File: config.mk
export PLATFORM = sky130hd
export DESIGN_NAME = wamm_ctrl
export DESIGN_NICKNAME = d
export VERILOG_FILES = /design/src/rtl/wamm_pkg.sv /design/src/rtl/wamm_ctrl.sv
export VERILOG_INCLUDE_DIRS = /design/src /design/src/rtl
export SDC_FILE = /design/constraint.sdc
export NUM_CORES = 1
export LEC_CHECK = 0
export ABC_AREA = 1
export CORE_AREA = 3 3 40 42
export DETAILED_ROUTE_END_ITERATION = 10
export DIE_AREA = 0 0 43 45
export DONT_BUFFER_PORTS = 1
export PLACE_DENSITY_LB_ADDON = 0.3
export SLEW_MARGIN = 20
export SYNTH_ARGS = -nofsm -noshare
export SYNTH_HDL_FRONTEND = slang
export SYNTH_SLANG_ARGS = --single-unit
File: constraint.sdc
create_clock -name clk -period 1.1 [get_ports clk]
set_input_delay 0.11 -clock clk [delete_from_list [all_inputs] [get_ports clk]]
set_output_delay 0.11 -clock clk [all_outputs]
set_load 0.005 [all_outputs]
File: src/rtl/windowed_average_max_min_defines.svh
// ----------------------------------------------------------------------------
// Windowed average / max / min - assertion macros
// Shared macros for the concurrent checks in the RTL.
// ----------------------------------------------------------------------------
`ifndef WINDOWED_AVERAGE_MAX_MIN_DEFINES_SVH
`define WINDOWED_AVERAGE_MAX_MIN_DEFINES_SVH

// Same-cycle implication, checked outside reset
`define WAMM_ASSERT_NOW(label, ante, cons, msg) \
    label: assert property (@(posedge clk) disable iff (!rst_n) (ante) |-> (cons)) \
        else $error(msg);

// Next-cycle implication, checked outside reset
`define WAMM_ASSERT_NEXT(label, ante, cons, msg) \
    label: assert property (@(posedge clk) disable iff (!rst_n) (ante) |=> (cons)) \
        else $error(msg);

`endif

File: src/rtl/wamm_pkg.sv
// ----------------------------------------------------------------------------
// wamm_pkg
// Types, sizes and helpers shared by the windowed average / max / min block.
// ----------------------------------------------------------------------------
`timescale 1ns / 1ps

package wamm_pkg;

    localparam int WINDOW_MAX = 1024;
    localparam int ADDR_W     = $clog2(WINDOW_MAX);
    localparam int LEN_W      = ADDR_W + 1;
    localparam int SAMPLE_W   = 16;
    localparam int SUM_W      = SAMPLE_W + ADDR_W;
    localparam int NUM_AXES   = 3;
    localparam int DIV_STEPS  = SUM_W;
    localparam int DIV_CNT_W  = $clog2(DIV_STEPS + 1);
    localparam int LEN_RESET  = 8;

    typedef logic signed [SAMPLE_W-1:0] sample_t;
    typedef logic signed [SUM_W-1:0]    sum_t;
    typedef logic [LEN_W-1:0]           len_t;
    typedef logic [ADDR_W-1:0]          addr_t;

    typedef enum logic [2:0] {
        ST_IDLE,
        ST_UPDATE,
        ST_SCAN,
        ST_SCAN_END,
        ST_DIVIDE
    } state_t;

    // Controller to datapath
    typedef struct packed {
        logic sample_load;
        logic update;
        logic scan_step;
        logic out_load;
    } cmd_t;

    // Datapath to controller
    typedef struct packed {
        logic full;
        logic scan_last;
        logic div_done;
    } status_t;

    // Clamp a written window length into 1..WINDOW_MAX
    function automatic len_t eff_len(input len_t value);
        len_t res;
        res = value;
        if (value == '0)
        begin
            res = len_t'(1);
        end
        else if (value > len_t'(WINDOW_MAX))
        begin
            res = len_t'(WINDOW_MAX);
        end
        return res;
    endfunction

endpackage

File: src/rtl/wamm_ctrl.sv
// ----------------------------------------------------------------------------
// wamm_ctrl
// Controller: sequences the update for each input beat and, once the window
// is full, the window scan and divide; owns the output valid.
// ----------------------------------------------------------------------------
`timescale 1ns / 1ps
`include "windowed_average_max_min_defines.svh"

module wamm_ctrl (
    input  logic               clk,
    input  logic               rst_n,
    input  logic               in_valid,
    output logic               in_stall,
    output logic               out_valid,
    input  logic               out_stall,
    input  wamm_pkg::status_t  status,
    output wamm_pkg::cmd_t     cmd
);

    wamm_pkg::state_t state_reg, state_next;
    logic             out_valid_reg, out_valid_next;

    // State and output-valid registers
    always_ff @(posedge clk or negedge rst_n)
    begin
        if (!rst_n)
        begin
            state_reg     <= wamm_pkg::ST_IDLE;
            out_valid_reg <= 1'b0;
        end
        else
        begin
            state_reg     <= state_next;
            out_valid_reg <= out_valid_next;
        end
    end

    // Next state and commands
    always_comb
    begin
        state_next = state_reg;
        cmd        = '0;
        in_stall   = 1'b1;
        unique case (state_reg)
            wamm_pkg::ST_IDLE:
            begin
                in_stall = 1'b0;
                if (in_valid)
                begin
                    cmd.sample_load = 1'b1;
                    state_next      = wamm_pkg::ST_UPDATE;
                end
            end
            wamm_pkg::ST_UPDATE:
            begin
                cmd.update = 1'b1;
                state_next = status.full ? wamm_pkg::ST_SCAN : wamm_pkg::ST_IDLE;
            end
            wamm_pkg::ST_SCAN:
            begin
                cmd.scan_step = 1'b1;
                if (status.scan_last)
                begin
                    state_next = wamm_pkg::ST_SCAN_END;
                end
            end
            wamm_pkg::ST_SCAN_END:
            begin
                state_next = wamm_pkg::ST_DIVIDE;
            end
            wamm_pkg::ST_DIVIDE:
            begin
                if (status.div_done && !(out_valid_reg && out_stall))
                begin
                    cmd.out_load = 1'b1;
                    state_next   = wamm_pkg::ST_IDLE;
                end
            end
            default:
            begin
                state_next = wamm_pkg::ST_IDLE;
            end
        endcase
    end

    // Set on a new result, drop when the beat is taken
    always_comb
    begin
        out_valid_next = out_valid_reg;
        if (cmd.out_load)
        begin
            out_valid_next = 1'b1;
        end
        else if (out_valid_reg && !out_stall)
        begin
            out_valid_next = 1'b0;
        end
    end

    assign out_valid = out_valid_reg;

    `WAMM_ASSERT_NOW(a_update_after_beat, state_reg == wamm_pkg::ST_UPDATE, $past(in_valid && !in_stall), "update without an accepted input beat")
    `WAMM_ASSERT_NOW(a_scan_end_on_last, state_reg == wamm_pkg::ST_SCAN_END, $past(status.scan_last), "scan ended before last window entry")
    `WAMM_ASSERT_NOW(a_result_from_divide, $rose(out_valid), $past(state_reg == wamm_pkg::ST_DIVIDE && status.div_done), "result raised outside a finished divide")
    `WAMM_ASSERT_NOW(a_no_overwrite, cmd.out_load, !(out_valid_reg && out_stall), "result register overwritten while stalled")

endmodule

After elaboration in Yosys (flattened, before gate mapping)
Index checks and enable logic that the tools add are counted.
- bits in registers: 4
- latch bits: 0
- memory bits (writable): 0
- bits in read-only memories: 0
- input port bits: 7
- output and inout port bits: 6
- word-level logic and storage cells: 31
- memories: 0
- add/sub/neg operators: 0
- multiply operators: 0
- div/mod/pow operators: 0
- $lt $le $gt $ge: 0
- equal/unequal tests: 7
- shift-type cells: 0
- muxes and demuxes: 14
- bitwise gates (word level): 0
- reduce and logical (&&, ||, !) cells: 8
- operators with widths (cell ; count):
    3-bit one-hot mux with 5 select lines ; 1
    1-bit 2-to-1 mux ; 9
    3-bit 2-to-1 mux ; 3
    3-bit by 2-bit == test with 1-bit output (second input constant) ; 2
    2-bit inequality test (second input constant) ; 3
    3-bit by 1-bit == test with 1-bit output (second input constant) ; 1
    3-bit == test (second input constant) ; 1
    1-bit logical AND ; 3
    3-bit zero test ; 1
    3-bit AND reduction ; 1
    1-bit zero test ; 2
    2-bit 2-to-1 mux ; 1
    2-bit nonzero test ; 1

Logic depth before layout (Yosys ltp)
- word-level depth: 6
- gate-level depth with buffers: 5
- mapped depth without buffers: 5

Least setup slack after synthesis
No wires, ideal clock.
- path type: flip-flop to output port
- from: register state_reg[1]
- to: output cmd[0] in the netlist's numbering
- arrival: 0.771 ns
- required time: 0.990 ns
- path slack: 0.219 ns
- cell stages (with the launch flop): 5
- path buffers: 1
- path through: dfrtp_1 -> nor2_1 -> nand2_1 -> nor2_1 -> buf_4
- RTL lines (what ; RTL line ; source):
    start: declaration ; wamm_ctrl.sv:20 ; wamm_pkg::state_t state_reg, state_next;
    start signal: assignment ; wamm_ctrl.sv:28 ; state_reg <= wamm_pkg::ST_IDLE;
    start signal: assignment ; wamm_ctrl.sv:33 ; state_reg <= state_next;
    end: declaration ; wamm_ctrl.sv:17 ; output wamm_pkg::cmd_t cmd

==> results.toml <==
[sta]
report.final.slew_viol_count = 0
clock.fmax_mhz = 904
skew_ns = 0.00458
timing.final.ws_setup_ns = -0.00632
finalCritPeriodShare_pct = 101
tightest_slew_ns = 0.209
period_minus_slack_ns = 1.11
setup-violations-final = 1
slew_headroom_pct = 86.0
hold_violations = 0
rsz0062_at_grt = "true"

[place]
dpl-instance-area_um2 = 225
port_buffers = 0
dp_hpwl_um = 358
gp_congestion = 0.610
pre_cts_ws_ns = 0.162
dp.cells = 44

[routing]
drt_wl_total_um = 430
vias_per_cell = 3.92
drtAntennaViolNets = 0
drt_iter0_markers = 5
via_count = 196
firstDrtPassIters = 4
drc = 0
routedWlPerCell_um = 8.60

[critical_path]
crit_path_max_fanout = 5
required_ns = 0.99
critical-path-max-stage-delay_ns = 0.41
r2r_end = "state_reg[1]"
cp-end-kind = "primary output"
reg2regPathDepth = 5
crit_arrival_ns = 1.00
timing.rr.start = "state_reg[2]"
path_cells = "nor2_4 > nand2_2 > nor2_2"
cp_slowest_cell = "dfrtp_1"
critPathKind = "flip-flop to primary output"
reg2reg_setup_slack_ns = 0.17
start_kind = "flip-flop"

[floorplan]
die_h_um = 45
die_w_um = 43
core_um2 = 1280
die_area_um2 = 1940
rows = 13
ioPinCount = 13
initial_core_util_pct = 16.7

[synthesis]
yosysTopAreaCell = "dfrtp_1"
synth_seq_cells = 4
synth_area_um2 = 214
yosys-top-cells-count = "nand2_1, inv_1, nor2_1"
synthTopCellsByArea = "dfrtp_1, nand2_1, inv_1, nor2_1, nand3_1"
yosys_warnings = 0
synth_area_per_cell_um2 = 7.13
synthDominantCellAreaShare_pct = 46.8
syn_nets = 37
synthFlopType = "dfrtp_1"
yosys.cell_types.count = 9
async_flop_share_pct = 100
ys_seq_area_share_pct = 46.8
synth.most_common_cell = "nand2_1"
synth_cells = 30
synth_edf_count = 0

[flow_run]
maxCapViolCount = 0

[clocking]
htree_levels = 1
clockBufferDepth = 2
clk_latency_ns = 0.24
path_clk_slew_ns = 0.04
numCtsBuffers = 3
cts_root_buffer = "clkbuf_4"
clock-sinks = 4
cts_tree = "done"

[global_routing]
grt_first_pass_wirelength_um = 710
met1_usage_pct = 5.37
use_met2_pct = 6.59
antenna_found_initial = 0
grt_util_met3_pct = 6.77
grt_overflow = 0
grt_pass1_vias = 177
grt_max_degree = 6
grt-busiest-layer = "met3"
globalRouteTotalUtil_pct = 5.60

[min_path]
holdPathStages = 2
hp-class = "input port to flip-flop"
holdPathEnd = "out_valid"
hold_start = "out_stall"

[pwr]
p_leak_nw = 0.149
ir_worst_vdd_uv = 787
power_density_nw_per_um2 = 2640
finalPower_mw = 0.766

[cells_and_area]
layout-drive-gt1-share_pct = 25.7
utilization_pct = 22.6
largest_reg_flops = 3
nets = 44
fin_cells = 50
area_growth_pct = 35.7
fin_area_um2 = 290
antenna_cells = 0

[status]
violations = "setup timing"
outcome = "finished with violations"
[placed cells by master, fill, tap and decap left out]
| master | count |
|---|---|
| nand3_1 | 3 |
| dlygate4sd3_1 | 2 |
| nor2_1 | 2 |
| nor2_4 | 1 |
| nor2_2 | 3 |
| inv_1 | 5 |
| nand3b_1 | 1 |
| buf_4 | 1 |
| nand2_2 | 1 |
| clkbuf_4 | 3 |
| nand2_1 | 7 |
| o21ai_0 | 2 |
| dfrtp_1 | 4 |
[worst max-delay path by stage]
stage / endpoint / slack, ns / start
global route: cmd[0] / -0.07 / state_reg[1]
global placement: cmd[3] / 0.17 / state_reg[0]
detailed placement: cmd[3] / 0.16 / state_reg[0]
floorplan: cmd[0] / 0.22 / state_reg[1]
finish: cmd[3] / -0.006 / state_reg[0]
CTS: cmd[3] / -0.03 / state_reg[2]
[final cells by class]
class	instances	area (um2)
Sequential cell	4	100
Timing Repair Buffer	3	27.5
Fill cell	151	995
Inverter	5	18.8
Multi-Input combinational cell	20	103
Tap cell	15	18.8
Clock buffer	3	22.5
[stage by stage]
stage	hold slack (ns)	setup TNS [ns]
after floorplan	-0.186	0
after global placement	-0.185	0
after detailed placement	-0.185	0
after CTS	0.0251	-0.0755
after global routing	0.0501	-0.260
final	0.0197	-0.00632
[logic make-up (layout without fill, tap and decap cells)]
group                  Yosys count  count (layout)  share of synthesized area, %
AOI/OAI and AO/OA                2               2                          4.68
DFF                              4               4                          46.8
and+or+nand+nor                 18              18                          36.3
buffers and inverters            6              11                          12.3
[repair_timing]
action | 4_1_cts | 5_1_grt
resized for setup | 3 | 2
hold buffers | 2 | 0
pin swaps | 1 | 1
hold endpoints to repair | 5 | 0
setup buffers | 0 | 1
endpoints found under the setup margin | 3 | 4
[critical path, delay by kind of cell, from the launching register on]
family / cells / cell delay, ns
flip-flops: 1 / 0.41
AND/OR/NAND/NOR: 3 / 0.35
[report_power, final]
part           leakage, nW  switching, mW  internal [mW]  total (mW)
registers           0.0524         0.0683          0.205       0.274
clock network       0.0138         0.0608          0.122       0.183
logic               0.0830          0.189          0.121       0.309
[metal layers]
metal	wire length, um	part of all wire, %	up-vias
li1	-	-	101
met3	79	18	0
met1	189	44	83
met4	0	0	0
met5	0	0	-
met2	161	37	12
(Power assumes the default switching activity.)
